==> src/rtl/bsup_pkg.sv <==
// Package for the battery supervisor: field widths, fixed constants, register indexes,
// reset values, phase codes and the mode type.
// No dependencies.
package bsup_pkg;

   // Field widths
   localparam int VOLT_W      = 16;
   localparam int CURR_W      = 16;
   localparam int CELLS_W     = 5;
   localparam int PHASE_W     = 2;
   localparam int LEVEL_W     = 13;
   localparam int WM_W        = CELLS_W + LEVEL_W;
   localparam int REQ_DATA_W  = 40;
   localparam int RSP_DATA_W  = 40;
   localparam int CSR_ADDR_W  = 3;
   localparam int CSR_DATA_W  = 16;

   // Window depth default and fixed constants
   localparam int WINDOW_DEFAULT = 5;
   localparam int REPORT_EVERY   = 5;
   localparam int REPORT_W       = 3;
   localparam int LOW_RUN_LIMIT  = 10;
   localparam int LOW_RUN_W      = 4;
   localparam int CELL_NOMINAL_MV = 3700;

   // Exact floor(av / 3700) for any 16-bit av: multiply, then shift
   localparam int CELL_DIV_SHIFT = 28;
   localparam int CELL_RECIP_W   = 17;
   localparam int CELL_RECIP     =
      ((1 << CELL_DIV_SHIFT) + CELL_NOMINAL_MV - 1) / CELL_NOMINAL_MV;

   // Register indexes on the CSR write port
   typedef enum logic [CSR_ADDR_W-1:0] {
      CSR_HEALTH_LIMIT = 3'd0,
      CSR_ONE_CELL     = 3'd1,
      CSR_TWO_CELL     = 3'd2,
      CSR_THREE_CELL   = 3'd3,
      CSR_FOUR_CELL    = 3'd4,
      CSR_LOW_LEVEL    = 3'd5,
      CSR_CURR_LIMIT   = 3'd6,
      CSR_FORCED_CELLS = 3'd7
   } csr_index_type;

   // Register reset values
   localparam logic [VOLT_W-1:0]  HEALTH_LIMIT_RST = 16'd3000;
   localparam logic [VOLT_W-1:0]  ONE_CELL_RST     = 16'd4350;
   localparam logic [VOLT_W-1:0]  TWO_CELL_RST     = 16'd8700;
   localparam logic [VOLT_W-1:0]  THREE_CELL_RST   = 16'd13050;
   localparam logic [VOLT_W-1:0]  FOUR_CELL_RST    = 16'd17400;
   localparam logic [LEVEL_W-1:0] LOW_LEVEL_RST    = 13'd3300;
   localparam logic [CURR_W-1:0]  CURR_LIMIT_RST   = 16'd20000;
   localparam logic [CELLS_W-1:0] FORCED_CELLS_RST = 5'd0;

   // Phase codes on the result word
   localparam logic [PHASE_W-1:0] PHASE_WARM   = 2'd0;
   localparam logic [PHASE_W-1:0] PHASE_RUN    = 2'd1;
   localparam logic [PHASE_W-1:0] PHASE_ABSENT = 2'd2;
   localparam logic [PHASE_W-1:0] PHASE_SLEEP  = 2'd3;

   // Supervisor mode
   typedef enum logic [3:0] {
      MODE_WARM   = 4'b0001,
      MODE_RUN    = 4'b0010,
      MODE_ABSENT = 4'b0100,
      MODE_SLEEP  = 4'b1000
   } mode_type;

endpackage

==> src/rtl/bsup_ram.sv <==
// Generic single-clock RAM: one write port, one read port, registered read.
// No dependencies.
module bsup_ram #(
   parameter int DATA_W = 32,
   parameter int DEPTH  = 8
) (
   input  logic                     clock,
   input  logic                     wr_en,
   input  logic [$clog2(DEPTH)-1:0] wr_addr,
   input  logic [DATA_W-1:0]        wr_data,
   input  logic                     rd_en,
   input  logic [$clog2(DEPTH)-1:0] rd_addr,
   output logic [DATA_W-1:0]        rd_data
);

   logic [DATA_W-1:0] mem_ff [DEPTH];
   logic [DATA_W-1:0] rd_data_ff;

   // Write, and register the read word; hold it while no read
   always_ff @(posedge clock) begin
      if (wr_en) begin
         mem_ff[wr_addr] <= wr_data;
      end
      if (rd_en) begin
         rd_data_ff <= mem_ff[rd_addr];
      end
   end

   assign rd_data = rd_data_ff;

endmodule

==> src/rtl/battery_supervisor.sv <==
// Battery supervisor: pipelined from an accepted req word to rsp_tvalid;
// throughput one word per cycle while rsp_tready does not hold the output, set by the
// window RAM (one read, one write per cycle) and the mode update in the last stage.
// Reset (synchronous) loads the limit registers with their defaults, empties the
// pipeline, clears the sums, mode and counters and the per-entry valid bits so
// the windows read as zero; there is no clearing pass. Uses bsup_pkg, bsup_ram.
module battery_supervisor
   import bsup_pkg::*;
#(
   parameter int WINDOW = WINDOW_DEFAULT
) (
   input  logic                  clock,
   input  logic                  reset,
   // req_tdata: sample_voltage_mv[15:0], sample_current_ma[31:16],
   //            motor_stopped[32], zero fill [39:33]
   input  logic                  req_tvalid,
   output logic                  req_tready,
   input  logic [REQ_DATA_W-1:0] req_tdata,
   // rsp_tdata: avg_voltage_mv[15:0], avg_current_ma[31:16], cell_count[36:32],
   //            phase[38:37], overcurrent[39]
   output logic                  rsp_tvalid,
   input  logic                  rsp_tready,
   output logic [RSP_DATA_W-1:0] rsp_tdata,
   // rsp_tuser: report_valid[0]
   output logic                  rsp_tuser,
   input  logic                  csr_we,
   input  logic [CSR_ADDR_W-1:0] csr_addr,
   input  logic [CSR_DATA_W-1:0] csr_wdata
);

   localparam int POS_W     = $clog2(WINDOW);
   localparam int WARM_W    = $clog2(WINDOW + 1);
   localparam int SUM_W     = VOLT_W + $clog2(WINDOW);
   localparam int ENTRY_W   = VOLT_W + CURR_W;
   // Exact floor(n / WINDOW) for n below 2**SUM_W by reciprocal multiply
   localparam int DIV_SHIFT = SUM_W + $clog2(WINDOW);
   localparam int RECIP_W   = SUM_W + 1;
   localparam int DIV_RECIP = ((1 << DIV_SHIFT) + WINDOW - 1) / WINDOW;
   localparam int PROD_W    = SUM_W + RECIP_W;
   localparam int CPROD_W   = VOLT_W + CELL_RECIP_W;

   localparam logic [RECIP_W-1:0]      RECIP      = RECIP_W'(DIV_RECIP);
   localparam logic [CELL_RECIP_W-1:0] CELL_RECIP_V = CELL_RECIP_W'(CELL_RECIP);

   // ------------------------------------------------------------------
   // Configuration registers
   // ------------------------------------------------------------------
   logic [VOLT_W-1:0]  health_limit_ff, one_cell_ff, two_cell_ff;
   logic [VOLT_W-1:0]  three_cell_ff, four_cell_ff;
   logic [LEVEL_W-1:0] low_level_ff;
   logic [CURR_W-1:0]  curr_limit_ff;
   logic [CELLS_W-1:0] forced_cells_ff;

   always_ff @(posedge clock) begin
      if (reset) begin
         health_limit_ff <= HEALTH_LIMIT_RST;
         one_cell_ff     <= ONE_CELL_RST;
         two_cell_ff     <= TWO_CELL_RST;
         three_cell_ff   <= THREE_CELL_RST;
         four_cell_ff    <= FOUR_CELL_RST;
         low_level_ff    <= LOW_LEVEL_RST;
         curr_limit_ff   <= CURR_LIMIT_RST;
         forced_cells_ff <= FORCED_CELLS_RST;
      end else if (csr_we) begin
         case (csr_index_type'(csr_addr))
            CSR_HEALTH_LIMIT: health_limit_ff <= csr_wdata;
            CSR_ONE_CELL:     one_cell_ff     <= csr_wdata;
            CSR_TWO_CELL:     two_cell_ff     <= csr_wdata;
            CSR_THREE_CELL:   three_cell_ff   <= csr_wdata;
            CSR_FOUR_CELL:    four_cell_ff    <= csr_wdata;
            CSR_LOW_LEVEL:    low_level_ff    <= csr_wdata[LEVEL_W-1:0];
            CSR_CURR_LIMIT:   curr_limit_ff   <= csr_wdata;
            CSR_FORCED_CELLS: forced_cells_ff <= csr_wdata[CELLS_W-1:0];
            default: ;
         endcase
      end
   end

   // ------------------------------------------------------------------
   // Pipeline flow: each stage loads when the next one is free or moving
   // ------------------------------------------------------------------
   logic s1_valid_ff, s2_valid_ff, s3_valid_ff, s4_valid_ff, s5_valid_ff;
   logic rsp_valid_ff;
   logic take1, take2, take3, take4, take5, take_out;
   logic req_fire, s1_fire, s5_fire;

   assign take_out   = !rsp_valid_ff || rsp_tready;
   assign take5      = !s5_valid_ff  || take_out;
   assign take4      = !s4_valid_ff  || take5;
   assign take3      = !s3_valid_ff  || take4;
   assign take2      = !s2_valid_ff  || take3;
   assign take1      = !s1_valid_ff  || take2;
   assign req_tready = take1;
   assign req_fire   = req_tvalid && take1;
   assign s1_fire    = s1_valid_ff && take2;
   assign s5_fire    = s5_valid_ff && take_out;

   always_ff @(posedge clock) begin
      if (reset) begin
         s1_valid_ff  <= 1'b0;
         s2_valid_ff  <= 1'b0;
         s3_valid_ff  <= 1'b0;
         s4_valid_ff  <= 1'b0;
         s5_valid_ff  <= 1'b0;
         rsp_valid_ff <= 1'b0;
      end else begin
         if (take1)    s1_valid_ff  <= req_tvalid;
         if (take2)    s2_valid_ff  <= s1_valid_ff;
         if (take3)    s3_valid_ff  <= s2_valid_ff;
         if (take4)    s4_valid_ff  <= s3_valid_ff;
         if (take5)    s5_valid_ff  <= s4_valid_ff;
         if (take_out) rsp_valid_ff <= s5_valid_ff;
      end
   end

   // ------------------------------------------------------------------
   // Stage 0/1: window RAM read at accept, sum update and write back.
   // Consecutive words use different entries, and a word reads its entry
   // no earlier than the cycle after the previous writer wrote it.
   // ------------------------------------------------------------------
   logic [POS_W-1:0]   pos_ff;
   logic [WINDOW-1:0]  entry_vld_ff;
   logic [POS_W-1:0]   s1_pos_ff;
   logic               s1_old_vld_ff;
   logic [VOLT_W-1:0]  s1_volt_ff;
   logic [CURR_W-1:0]  s1_curr_ff;
   logic               s1_stopped_ff;
   logic [ENTRY_W-1:0] ram_rd_data;
   logic [SUM_W-1:0]   vsum_ff, csum_ff;
   logic [SUM_W-1:0]   vsum_in, csum_in;
   logic [VOLT_W-1:0]  old_volt;
   logic [CURR_W-1:0]  old_curr;

   bsup_ram #(
      .DATA_W (ENTRY_W),
      .DEPTH  (WINDOW)
   ) u_window_ram (
      .clock   (clock),
      .wr_en   (s1_fire),
      .wr_addr (s1_pos_ff),
      .wr_data ({s1_curr_ff, s1_volt_ff}),
      .rd_en   (req_fire),
      .rd_addr (pos_ff),
      .rd_data (ram_rd_data)
   );

   // Advance the shared write position and capture the word
   always_ff @(posedge clock) begin
      if (reset) begin
         pos_ff <= '0;
      end else if (req_fire) begin
         pos_ff <= (pos_ff == POS_W'(WINDOW - 1)) ? '0 : pos_ff + 1'b1;
      end
   end

   always_ff @(posedge clock) begin
      if (take1) begin
         s1_pos_ff     <= pos_ff;
         s1_old_vld_ff <= entry_vld_ff[pos_ff];
         s1_volt_ff    <= req_tdata[VOLT_W-1:0];
         s1_curr_ff    <= req_tdata[VOLT_W +: CURR_W];
         s1_stopped_ff <= req_tdata[VOLT_W + CURR_W];
      end
   end

   // An entry never written reads as zero
   assign old_volt = s1_old_vld_ff ? ram_rd_data[VOLT_W-1:0] : '0;
   assign old_curr = s1_old_vld_ff ? ram_rd_data[VOLT_W +: CURR_W] : '0;

   // Drop the oldest sample from the running sums, add the new one
   always_comb begin
      vsum_in = vsum_ff - SUM_W'(old_volt) + SUM_W'(s1_volt_ff);
      csum_in = csum_ff - SUM_W'(signed'(old_curr)) + SUM_W'(signed'(s1_curr_ff));
   end

   always_ff @(posedge clock) begin
      if (reset) begin
         vsum_ff      <= '0;
         csum_ff      <= '0;
         entry_vld_ff <= '0;
      end else if (s1_fire) begin
         vsum_ff                 <= vsum_in;
         csum_ff                 <= csum_in;
         entry_vld_ff[s1_pos_ff] <= 1'b1;
      end
   end

   // ------------------------------------------------------------------
   // Stage 2: reciprocal multiply for the floored averages.
   // Negative current: floor(s/W) = ~floor(~s/W).
   // ------------------------------------------------------------------
   logic [SUM_W-1:0]  s2_vsum_ff, s2_csum_ff;
   logic              s2_stopped_ff;
   logic [SUM_W-1:0]  cmag;
   logic [PROD_W-1:0] s3_vprod_ff, s3_cprod_ff;
   logic              s3_neg_ff, s3_stopped_ff;

   always_ff @(posedge clock) begin
      if (take2) begin
         s2_vsum_ff    <= vsum_in;
         s2_csum_ff    <= csum_in;
         s2_stopped_ff <= s1_stopped_ff;
      end
   end

   assign cmag = s2_csum_ff[SUM_W-1] ? ~s2_csum_ff : s2_csum_ff;

   always_ff @(posedge clock) begin
      if (take3) begin
         s3_vprod_ff   <= PROD_W'(s2_vsum_ff) * PROD_W'(RECIP);
         s3_cprod_ff   <= PROD_W'(cmag) * PROD_W'(RECIP);
         s3_neg_ff     <= s2_csum_ff[SUM_W-1];
         s3_stopped_ff <= s2_stopped_ff;
      end
   end

   // ------------------------------------------------------------------
   // Stage 3: extract averages, compare against limits, av / 3700
   // ------------------------------------------------------------------
   logic [VOLT_W-1:0]  s3_avg_volt;
   logic [CURR_W-1:0]  s3_cquot, s3_avg_curr;
   logic [CPROD_W-1:0] s3_cell_prod;
   logic [VOLT_W-1:0]  s4_avg_volt_ff;
   logic [CURR_W-1:0]  s4_avg_curr_ff;
   logic               s4_stopped_ff, s4_lt_health_ff, s4_lt_one_ff, s4_lt_two_ff;
   logic               s4_lt_three_ff, s4_lt_four_ff, s4_over_ff;
   logic [CELLS_W-1:0] s4_cell_quot_ff;

   always_comb begin
      s3_avg_volt  = s3_vprod_ff[DIV_SHIFT +: VOLT_W];
      s3_cquot     = s3_cprod_ff[DIV_SHIFT +: CURR_W];
      s3_avg_curr  = s3_neg_ff ? ~s3_cquot : s3_cquot;
      s3_cell_prod = CPROD_W'(s3_avg_volt) * CPROD_W'(CELL_RECIP_V);
   end

   always_ff @(posedge clock) begin
      if (take4) begin
         s4_avg_volt_ff  <= s3_avg_volt;
         s4_avg_curr_ff  <= s3_avg_curr;
         s4_stopped_ff   <= s3_stopped_ff;
         s4_lt_health_ff <= s3_avg_volt < health_limit_ff;
         s4_lt_one_ff    <= s3_avg_volt < one_cell_ff;
         s4_lt_two_ff    <= s3_avg_volt < two_cell_ff;
         s4_lt_three_ff  <= s3_avg_volt < three_cell_ff;
         s4_lt_four_ff   <= s3_avg_volt < four_cell_ff;
         s4_over_ff      <= $signed(s3_avg_curr) >= $signed(curr_limit_ff);
         // quotient of a 16-bit voltage by 3700 is at most 17: no saturation
         s4_cell_quot_ff <= s3_cell_prod[CELL_DIV_SHIFT +: CELLS_W];
      end
   end

   // ------------------------------------------------------------------
   // Stage 4: candidate cell count and its watermark
   // ------------------------------------------------------------------
   logic [CELLS_W-1:0] s4_cand;
   logic [VOLT_W-1:0]  s5_avg_volt_ff;
   logic [CURR_W-1:0]  s5_avg_curr_ff;
   logic               s5_stopped_ff, s5_lt_health_ff, s5_over_ff;
   logic [CELLS_W-1:0] s5_cand_ff;
   logic [WM_W-1:0]    s5_cand_wm_ff;

   // A nonzero forced count wins; else limits tested in order one to four as written, no sorting
   always_comb begin
      if (forced_cells_ff != '0) begin
         s4_cand = forced_cells_ff;
      end else if (s4_lt_one_ff) begin
         s4_cand = CELLS_W'(1);
      end else if (s4_lt_two_ff) begin
         s4_cand = CELLS_W'(2);
      end else if (s4_lt_three_ff) begin
         s4_cand = CELLS_W'(3);
      end else if (s4_lt_four_ff) begin
         s4_cand = CELLS_W'(4);
      end else begin
         s4_cand = s4_cell_quot_ff;
      end
   end

   always_ff @(posedge clock) begin
      if (take5) begin
         s5_avg_volt_ff  <= s4_avg_volt_ff;
         s5_avg_curr_ff  <= s4_avg_curr_ff;
         s5_stopped_ff   <= s4_stopped_ff;
         s5_lt_health_ff <= s4_lt_health_ff;
         s5_over_ff      <= s4_over_ff;
         s5_cand_ff      <= s4_cand;
         s5_cand_wm_ff   <= WM_W'(s4_cand) * WM_W'(low_level_ff);
      end
   end

   // ------------------------------------------------------------------
   // Stage 5: supervisor state update
   // ------------------------------------------------------------------
   mode_type           mode_ff, mode_in;
   logic [CELLS_W-1:0] cells_ff, cells_in;
   logic [WARM_W-1:0]  warm_ff, warm_in;
   logic [LOW_RUN_W-1:0] low_run_ff, low_run_in;
   logic [REPORT_W-1:0]  report_ff, report_in;
   logic [WM_W-1:0]    wm_ff, wm_in;
   logic               over_out, report_out;
   logic [PHASE_W-1:0] phase_out;

   always_comb begin
      mode_in    = mode_ff;
      cells_in   = cells_ff;
      warm_in    = warm_ff;
      low_run_in = low_run_ff;
      report_in  = report_ff;
      wm_in      = WM_W'(cells_ff) * WM_W'(low_level_ff);
      over_out   = 1'b0;
      report_out = 1'b0;
      case (mode_ff)
         MODE_WARM: begin
            if (warm_ff == WARM_W'(WINDOW - 1)) begin
               // first window full: health check and cell count
               warm_in = WARM_W'(WINDOW);
               if (s5_lt_health_ff) begin
                  mode_in = MODE_ABSENT;
               end else begin
                  cells_in = s5_cand_ff;
                  if (s5_fire) begin
                     wm_in = s5_cand_wm_ff;
                  end
                  mode_in = (WM_W'(s5_avg_volt_ff) < s5_cand_wm_ff) ? MODE_SLEEP
                                                                    : MODE_RUN;
               end
            end else begin
               warm_in = warm_ff + 1'b1;
            end
         end
         MODE_RUN: begin
            if (s5_over_ff) begin
               over_out = 1'b1;
            end else begin
               if (s5_stopped_ff && (WM_W'(s5_avg_volt_ff) < wm_ff)) begin
                  if (low_run_ff != '1) begin
                     low_run_in = low_run_ff + 1'b1;
                  end
                  if (low_run_in > LOW_RUN_W'(LOW_RUN_LIMIT)) begin
                     mode_in = MODE_SLEEP;
                  end
               end else begin
                  low_run_in = '0;
               end
               if (mode_in == MODE_RUN) begin
                  report_out = (report_ff == '0);
                  report_in  = (report_ff == REPORT_W'(REPORT_EVERY - 1)) ? '0
                                                                         : report_ff + 1'b1;
               end
            end
         end
         default: ;
      endcase
   end

   always_ff @(posedge clock) begin
      if (reset) begin
         mode_ff    <= MODE_WARM;
         cells_ff   <= '0;
         warm_ff    <= '0;
         low_run_ff <= '0;
         report_ff  <= '0;
         wm_ff      <= '0;
      end else begin
         // track the watermark every cycle so register writes reach it
         wm_ff <= wm_in;
         if (s5_fire) begin
            mode_ff    <= mode_in;
            cells_ff   <= cells_in;
            warm_ff    <= warm_in;
            low_run_ff <= low_run_in;
            report_ff  <= report_in;
         end
      end
   end

   // Map the mode after this word to its phase code
   always_comb begin
      case (mode_in)
         MODE_WARM:   phase_out = PHASE_WARM;
         MODE_RUN:    phase_out = PHASE_RUN;
         MODE_ABSENT: phase_out = PHASE_ABSENT;
         MODE_SLEEP:  phase_out = PHASE_SLEEP;
         default:     phase_out = PHASE_WARM;
      endcase
   end

   // ------------------------------------------------------------------
   // Output register
   // ------------------------------------------------------------------
   logic [RSP_DATA_W-1:0] rsp_data_ff;
   logic                  rsp_user_ff;

   always_ff @(posedge clock) begin
      if (take_out) begin
         rsp_data_ff <= {over_out, phase_out, cells_in, s5_avg_curr_ff, s5_avg_volt_ff};
         rsp_user_ff <= report_out;
      end
   end

   assign rsp_tvalid = rsp_valid_ff;
   assign rsp_tdata  = rsp_data_ff;
   assign rsp_tuser  = rsp_user_ff;

endmodule
==> config.mk <==
export PLATFORM = sky130hd
export DESIGN_NAME = battery_supervisor
export DESIGN_NICKNAME = d
export VERILOG_FILES = /design/src/rtl/bsup_pkg.sv /design/src/rtl/bsup_ram.sv /design/src/rtl/battery_supervisor.sv
export SDC_FILE = /design/constraint.sdc
export NUM_CORES = 2
export LEC_CHECK = 0
export BUFFER_PORTS_ARGS = -buffer_cell sky130_fd_sc_hd__buf_2
export CAP_MARGIN = 20
export CORE_UTILIZATION = 50
export DETAILED_ROUTE_END_ITERATION = 12
export GPL_TIMING_DRIVEN = 1
export PLACE_DENSITY = 0.69
export SYNTH_ARGS = -nofsm -noshare
export SYNTH_HDL_FRONTEND = slang
export SYNTH_SLANG_ARGS = --single-unit
==> constraint.sdc <==
create_clock -name clock -period 6.9 [get_ports clock]
set_clock_uncertainty 0.15 [all_clocks]
set_input_delay 0.69 -clock clock [delete_from_list [all_inputs] [get_ports clock]]
set_output_delay 0.69 -clock clock [all_outputs]
set_load 0.01 [all_outputs]
[Yosys cells after proc, flatten, opt, wreduce, memory -nomap -nowiden]
Memories as Yosys holds them, arrays and structs flattened. A register that Yosys moved wholly into a read port is not among the register bits.
Index checks and enable logic that the tools add are counted.
Word-level totals
  memories: 1
  register bits after elaboration: 500
  output and inout port bits: 43
  memory bits (writable): 160
  word-level logic and storage cells: 178
  bits of input ports: 64
Cells by class
  multipliers: 5
  bitwise gates (word level): 6
  equality and inequality tests: 17
  muxes and demuxes: 41
  $add $sub $neg: 8
  order comparisons: 12
  reductions and logical operators: 32
Memory list
  u_window_ram.mem_ff: words 5, bits a word 32, read ports 1, clocked after Yosys merged registers in 1, wr ports 1, RTL line bsup_ram.sv:16  | logic [DATA_W-1:0] mem_ff [DEPTH];
Operators by type and width (count)
  $lt 16x16->1: 5
  $mul 19x20->38 const B: 2
  $mux 18: 4
  $mux 4: 13
  $mux 16: 3
  $mux 5: 8
  $lt 16x18->1: 2
  $mul 5x13->18: 2
  $mul 16x17->33 const B: 1
  $eq 3x3->1 const B: 7
  $add 19x16->19: 1
  $add 19x19->19: 1
  $mux 19: 1
  $not 19->19: 1
  $sub 19x16->19: 1
  $sub 19x19->19: 1
  $reduce_and 2->1: 9
  $ge 16x16->1: 1
  $not 16->16: 1
  $eq 4x2->1 const B: 3
  $add 3x1->3 const B: 3
  $mux 3: 3
  $lt 3x4->1 const B: 2
  $pmux 4 s2: 1
  other kinds (23): 45

[Logic depth before layout (Yosys ltp)]
  depth after elaboration: 14
  depth in mapped cells: 27
  mapped depth without buffers: 24

[Hierarchy]
A second synthesis with hierarchy kept.
Second synthesis, totals
  cell total of the unflattened synthesis: 4450
  area, all modules: 47242.8 um2
Modules (own cells, without submodules)
  battery_supervisor: times used 1, sequential area each 11661.2 um2, area each 40018.4 um2, cells an instance 4067
  bsup_ram: times used 1, sequential area each 5765.5 um2, area each 7224.4 um2, cells an instance 383

[Least setup slack after synthesis]
OpenSTA, ideal clock, no wires.
  kind: register to register
  from: register s2_csum_ff[18]
  to: register s3_cprod_ff[37], data pin
  path slack: -0.161 ns
  required time: 6.484 ns
  data arrival time: 6.645 ns
  library setup time: 0.266 ns
  cell stages (with the launch flop): 25
  path buffers: 3
  period minus slack after synthesis: 7.061 ns
  cell sequence: edfxtp_1 -> buf_2 -> buf_1 -> clkbuf_1 -> xor2_1 -> ha_1 -> inv_1 -> fa_1 -> inv_1 -> fa_1 -> fa_1 -> fa_1 -> inv_1 -> fa_1 -> inv_1 -> ha_1 -> nor2b_1 -> o41ai_1 -> a31o_2 -> a21oi_1 -> o21ai_0 -> nand2_1 -> o41ai_2 -> mux2i_1 -> nand4_1
Between the ends
  word-level cells in the longest chain between the ends: 3
RTL lines
  from (decl): RTL line battery_supervisor.sv:192  | logic [SUM_W-1:0] s2_vsum_ff, s2_csum_ff;
  from (signal assigned): RTL line battery_supervisor.sv:201  | s2_csum_ff <= csum_in;
  $not 19->19: RTL line battery_supervisor.sv:206  | assign cmag = s2_csum_ff[SUM_W-1] ? ~s2_csum_ff : s2_csum_ff;
  $mux 19 *: RTL line battery_supervisor.sv:206
  $mul 19x20->38 *: RTL line battery_supervisor.sv:211  | s3_cprod_ff <= PROD_W'(cmag) * PROD_W'(RECIP);
  to (signal assigned): RTL line battery_supervisor.sv:211
  to (decl): RTL line battery_supervisor.sv:195  | logic [PROD_W-1:0] s3_vprod_ff, s3_cprod_ff;
Every way passes the cells marked *; elsewhere a longest branch is shown, timed or not.
A chain may end at the register's enable or synchronous reset.

[Final worst setup path]
Same ends and word-level chain as after synthesis.

==> impl_metrics.tcl <==
set metrics [dict create \
    number_of_port_buffers 99 \
    fin_setup_tns_ps 0 \
    route.vias.total 30000 \
    final-hold-violation-count 0 \
    portion_of_netlist_area_occupied_by_mux_cells 0.0258 \
    cts_num_sinks 648 \
    regToRegSetupSlack_ps 350 \
    peak_fanout_along_the_critical_path 25 \
    route.antenna.remaining_nets 0 \
    yosysSeqAreaShare 0.373 \
    critPathSlowestCell "fa_1" \
    detailedRoute.firstPassIterationCount 5 \
    cells_taking_the_most_area_after_synthesis "edfxtp_1 (29%), ha_1 (16%), fa_1 (16%)" \
    die-width_um 308 \
    netlist_area_um2 46800 \
    overflow 0 \
    max_slew.worst_pin.slew_ps 1070 \
    synth_area_leader_cell "edfxtp_1" \
    wire_length_of_the_first_global_routing_pass_um 159000 \
    warning_count_from_the_yosys_run 0 \
    insertion_delay_ps 620 \
    cts.path.max_buffers 3 \
    number_of_antenna_violations_at_the_first_check_in_global_routing 2 \
    cts_buffers 71 \
    synth_simple_gate_area_frac 0.0890 \
    grt_start_max_net_pins 88 \
    criticalPathCategory "reg -> reg" \
    drive_gt1_frac 0.0836 \
    final.min_clock_period_ps 6550 \
    grt_pass1_vias 30700 \
    route.detailed.vias_per_inst 5.23 \
    timing.critical_path.cells "buf_12, xor2_1, ha_1, inv_1, fa_1, fa_1, inv_1, fa_1, fa_1, inv_1, fa_1, inv_1, ha_1, nand2_1, nand2_1, o41ai_2, a31o_2, a21oi_2, o21ai_0, nand2_1, o41ai_4, mux2i_1, nand4_1" \
    unrepaired_setup_endpoints_after_global_routing "no" \
    timing_max_transition_violations_final 0 \
    min_from "req_tdata[7]" \
    crit_end "s3_cprod_ff[37]" \
    htreeDepth 3 \
    syn_area_per_cell_um2 10.8 \
    clock_tree_from_tritoncts "built" \
    place_inst 5608 \
    synth.top_cell.area_share 0.286 \
    globalRouteTotalUtil 0.214 \
    netlist-cell-type-count 76 \
    core-area_um2 92100 \
    async_flop_share 0 \
    synth-main-ff-cell "edfxtp_1" \
    effective_utilization_at_floorplan 0.508 \
    drt_iter0_drc 1612 \
    routed_wl_um 98000 \
    post-route-period-util 0.949 \
    design.die.area_um2 94700 \
    fin_ws_ps 351 \
    outcome "complete, no violations" \
    regToRegStartpoint "s2_csum_ff[18]" \
    post_layout_nonfiller_instances 5740 \
    cp-startpoint "s2_csum_ff[18]" \
    post_synth_fa_ha_maj_area_fraction 0.325 \
    io_pins 107 \
    path_clk_slew_ps 70 \
    syn_nets 5372 \
    final_net_count 5491 \
    largest_stage_delay_worst_path_ps 630 \
    max_cap_viol_count 0 \
    number_of_enable_flip_flop_cells_after_synthesis 445 \
    synth_cells 4319 \
    critPathArrivalTime_ps 6750 \
    insertedDiodeCount 0 \
    timing.rr.end "s3_cprod_ff[37]" \
    worst_hold_check_path_type "in -> reg" \
    largest_family_of_logic_cells_by_synthesized_area "adder cells" \
    gp_congestion 0.910 \
    rows 111 \
    final-setup-viol-count 0 \
    synthToLayoutAreaGrowth_pct 9.65 \
    drc 0 \
    required_time_of_the_worst_setup_path_ps 7100 \
    holdBufCountCts 0 \
    post_drt_wl_per_cell_um 17.1 \
    synthXorXnorAreaFrac 0.0281 \
    critical_path.endpoint_type "flip-flop" \
    ys_seq_elements 648 \
    placement.setup.worst_slack_ps 135 \
    crit_path_frequent_cell "fa_1" \
    clk_root_buffer_cell "clkbuf_16" \
    startpoint_type "flip-flop" \
    dp_hpwl_um 73800 \
    worst_slew_margin_rel 0.290 \
    synth-compound-area-share 0.0789 \
    achievable_freq_mhz 153 \
    floorplan.die.height_um 308 \
    rr_worst_depth 23 \
]
metrics by stage:
step / util / cell area (um^2) / hold WS [ps]
5_1_grt: 0.557 / 51300 / 66.8
6_report: 0.557 / 51300 / 94.3
3_5_place_dp: 0.531 / 48900 / 255
4_1_cts: 0.556 / 51200 / 57.5
3_3_place_gp: 0.531 / 48900 / 251
2_1_floorplan: - / 46800 / 250
per-layer routing:
metal | GRT usage | up-vias | wire (um)
li1 | - | 14500 | -
met1 | 0.280 | 14800 | 43300
met2 | 0.365 | 606 | 47400
met3 | 0.0299 | 139 | 4560
met4 | 0.0664 | 4 | 2660
met5 | 0 | - | 15
kinds of logic after synthesis:
kind of cell,Yosys count
muxes,75
DFF,648
and+or+nand+nor,879
AOI/OAI and AO/OA,572
adders and majority gates,989
buffers and inverters,1006
xor gates and xnor gates,150
placed cells by master (no fill, tap or decap), types with 10 or more instances in the layout:
cell type,Yosys,routed
a211o_1,38,38
a211oi_1,18,18
a21o_1,111,111
a21oi_1,224,223
a31oi_1,18,17
and2_1,102,102
and3_1,19,19
buf_2,1,98
buf_4,2,51
clkbuf_16,0,76
clkinv_2,0,15
dfxtp_1,203,201
edfxtp_1,445,445
fa_1,373,373
ha_1,616,616
inv_1,901,899
mux2_2,33,33
mux4_2,33,33
nand2_1,384,383
nand2b_1,28,28
nand3_1,27,26
nand3b_1,21,21
nand4_1,23,23
nor2_1,156,154
nor2b_1,31,31
nor3_1,34,32
o211ai_1,10,10
o21a_1,19,19
o21ai_0,57,57
o21bai_1,14,14
or2_2,13,13
or3_1,10,10
xnor2_1,75,75
xor2_1,75,74
synthesized netlist by cell type (14+ instances only):
cell and n:
and3_1 19, nand2b_1 28, clkbuf_1 93, a21oi_1 224, ha_1 616, and2_1 102, fa_1 373, xnor2_1 75
a211o_1 38, mux4_2 33, a211oi_1 18, nor2_1 156, a21o_1 111, o21ai_0 57, mux2_2 33, nand2_1 384
nand3_1 27, edfxtp_1 445, o21a_1 19, nand4_1 23, dfxtp_1 203, inv_1 901, nor3_1 34, nor2b_1 31
xor2_1 75, a31oi_1 18, nand3b_1 21, o21bai_1 14
flip-flops by register name (all words and copies together) (netlist names), 18 cells and up:
name,flops
wm_ff,18
csum_ff,19
s2_csum_ff,19
rsp_tdata,40
vsum_ff,19
u_window_ram.mem_ff,160
s5_cand_wm_ff,18
u_window_ram.rd_data,32
s2_vsum_ff,19
worst min path at each step:
stage / endpoint / slack (ps) / depth (start not counted)
finish: s1_volt_ff[7] / 90 / 1
global placement: s5_avg_volt_ff[14] / 250 / 0
detailed placement: s3_stopped_ff / 250 / 0
floorplan: rsp_tdata[16] / 250 / 0
global route: s1_volt_ff[9] / 70 / 1
CTS: s1_volt_ff[7] / 60 / 1
final cells by class:
type	instances	area (um^2)
well taps	1243	1560
fillers	7837	40800
repair buffers	151	905
flip-flops and latches	648	17400
multi-input cells	2665	25600
clock inverters	40	342
clock buffers	92	2020
inverters	901	3380
repair_timing:
action / 4_1_cts / 5_1_grt
setup endpoints to repair: 0 / 2
buffers inserted: 0 / 0
resized for setup: 0 / 4
critical path: cells and delay by family (launching register included):
family	cells	cell delay, ps
compound gates	5	1230
xor+xnor	1	200
fa+ha+maj	7	3150
buf+inv	5	460
flops	1	410
mux	1	240
simple gates	4	410
Power is left out: the tool's default activity adds up to more than one toggle a clock period on the data nets, which glitch-free logic cannot reach.
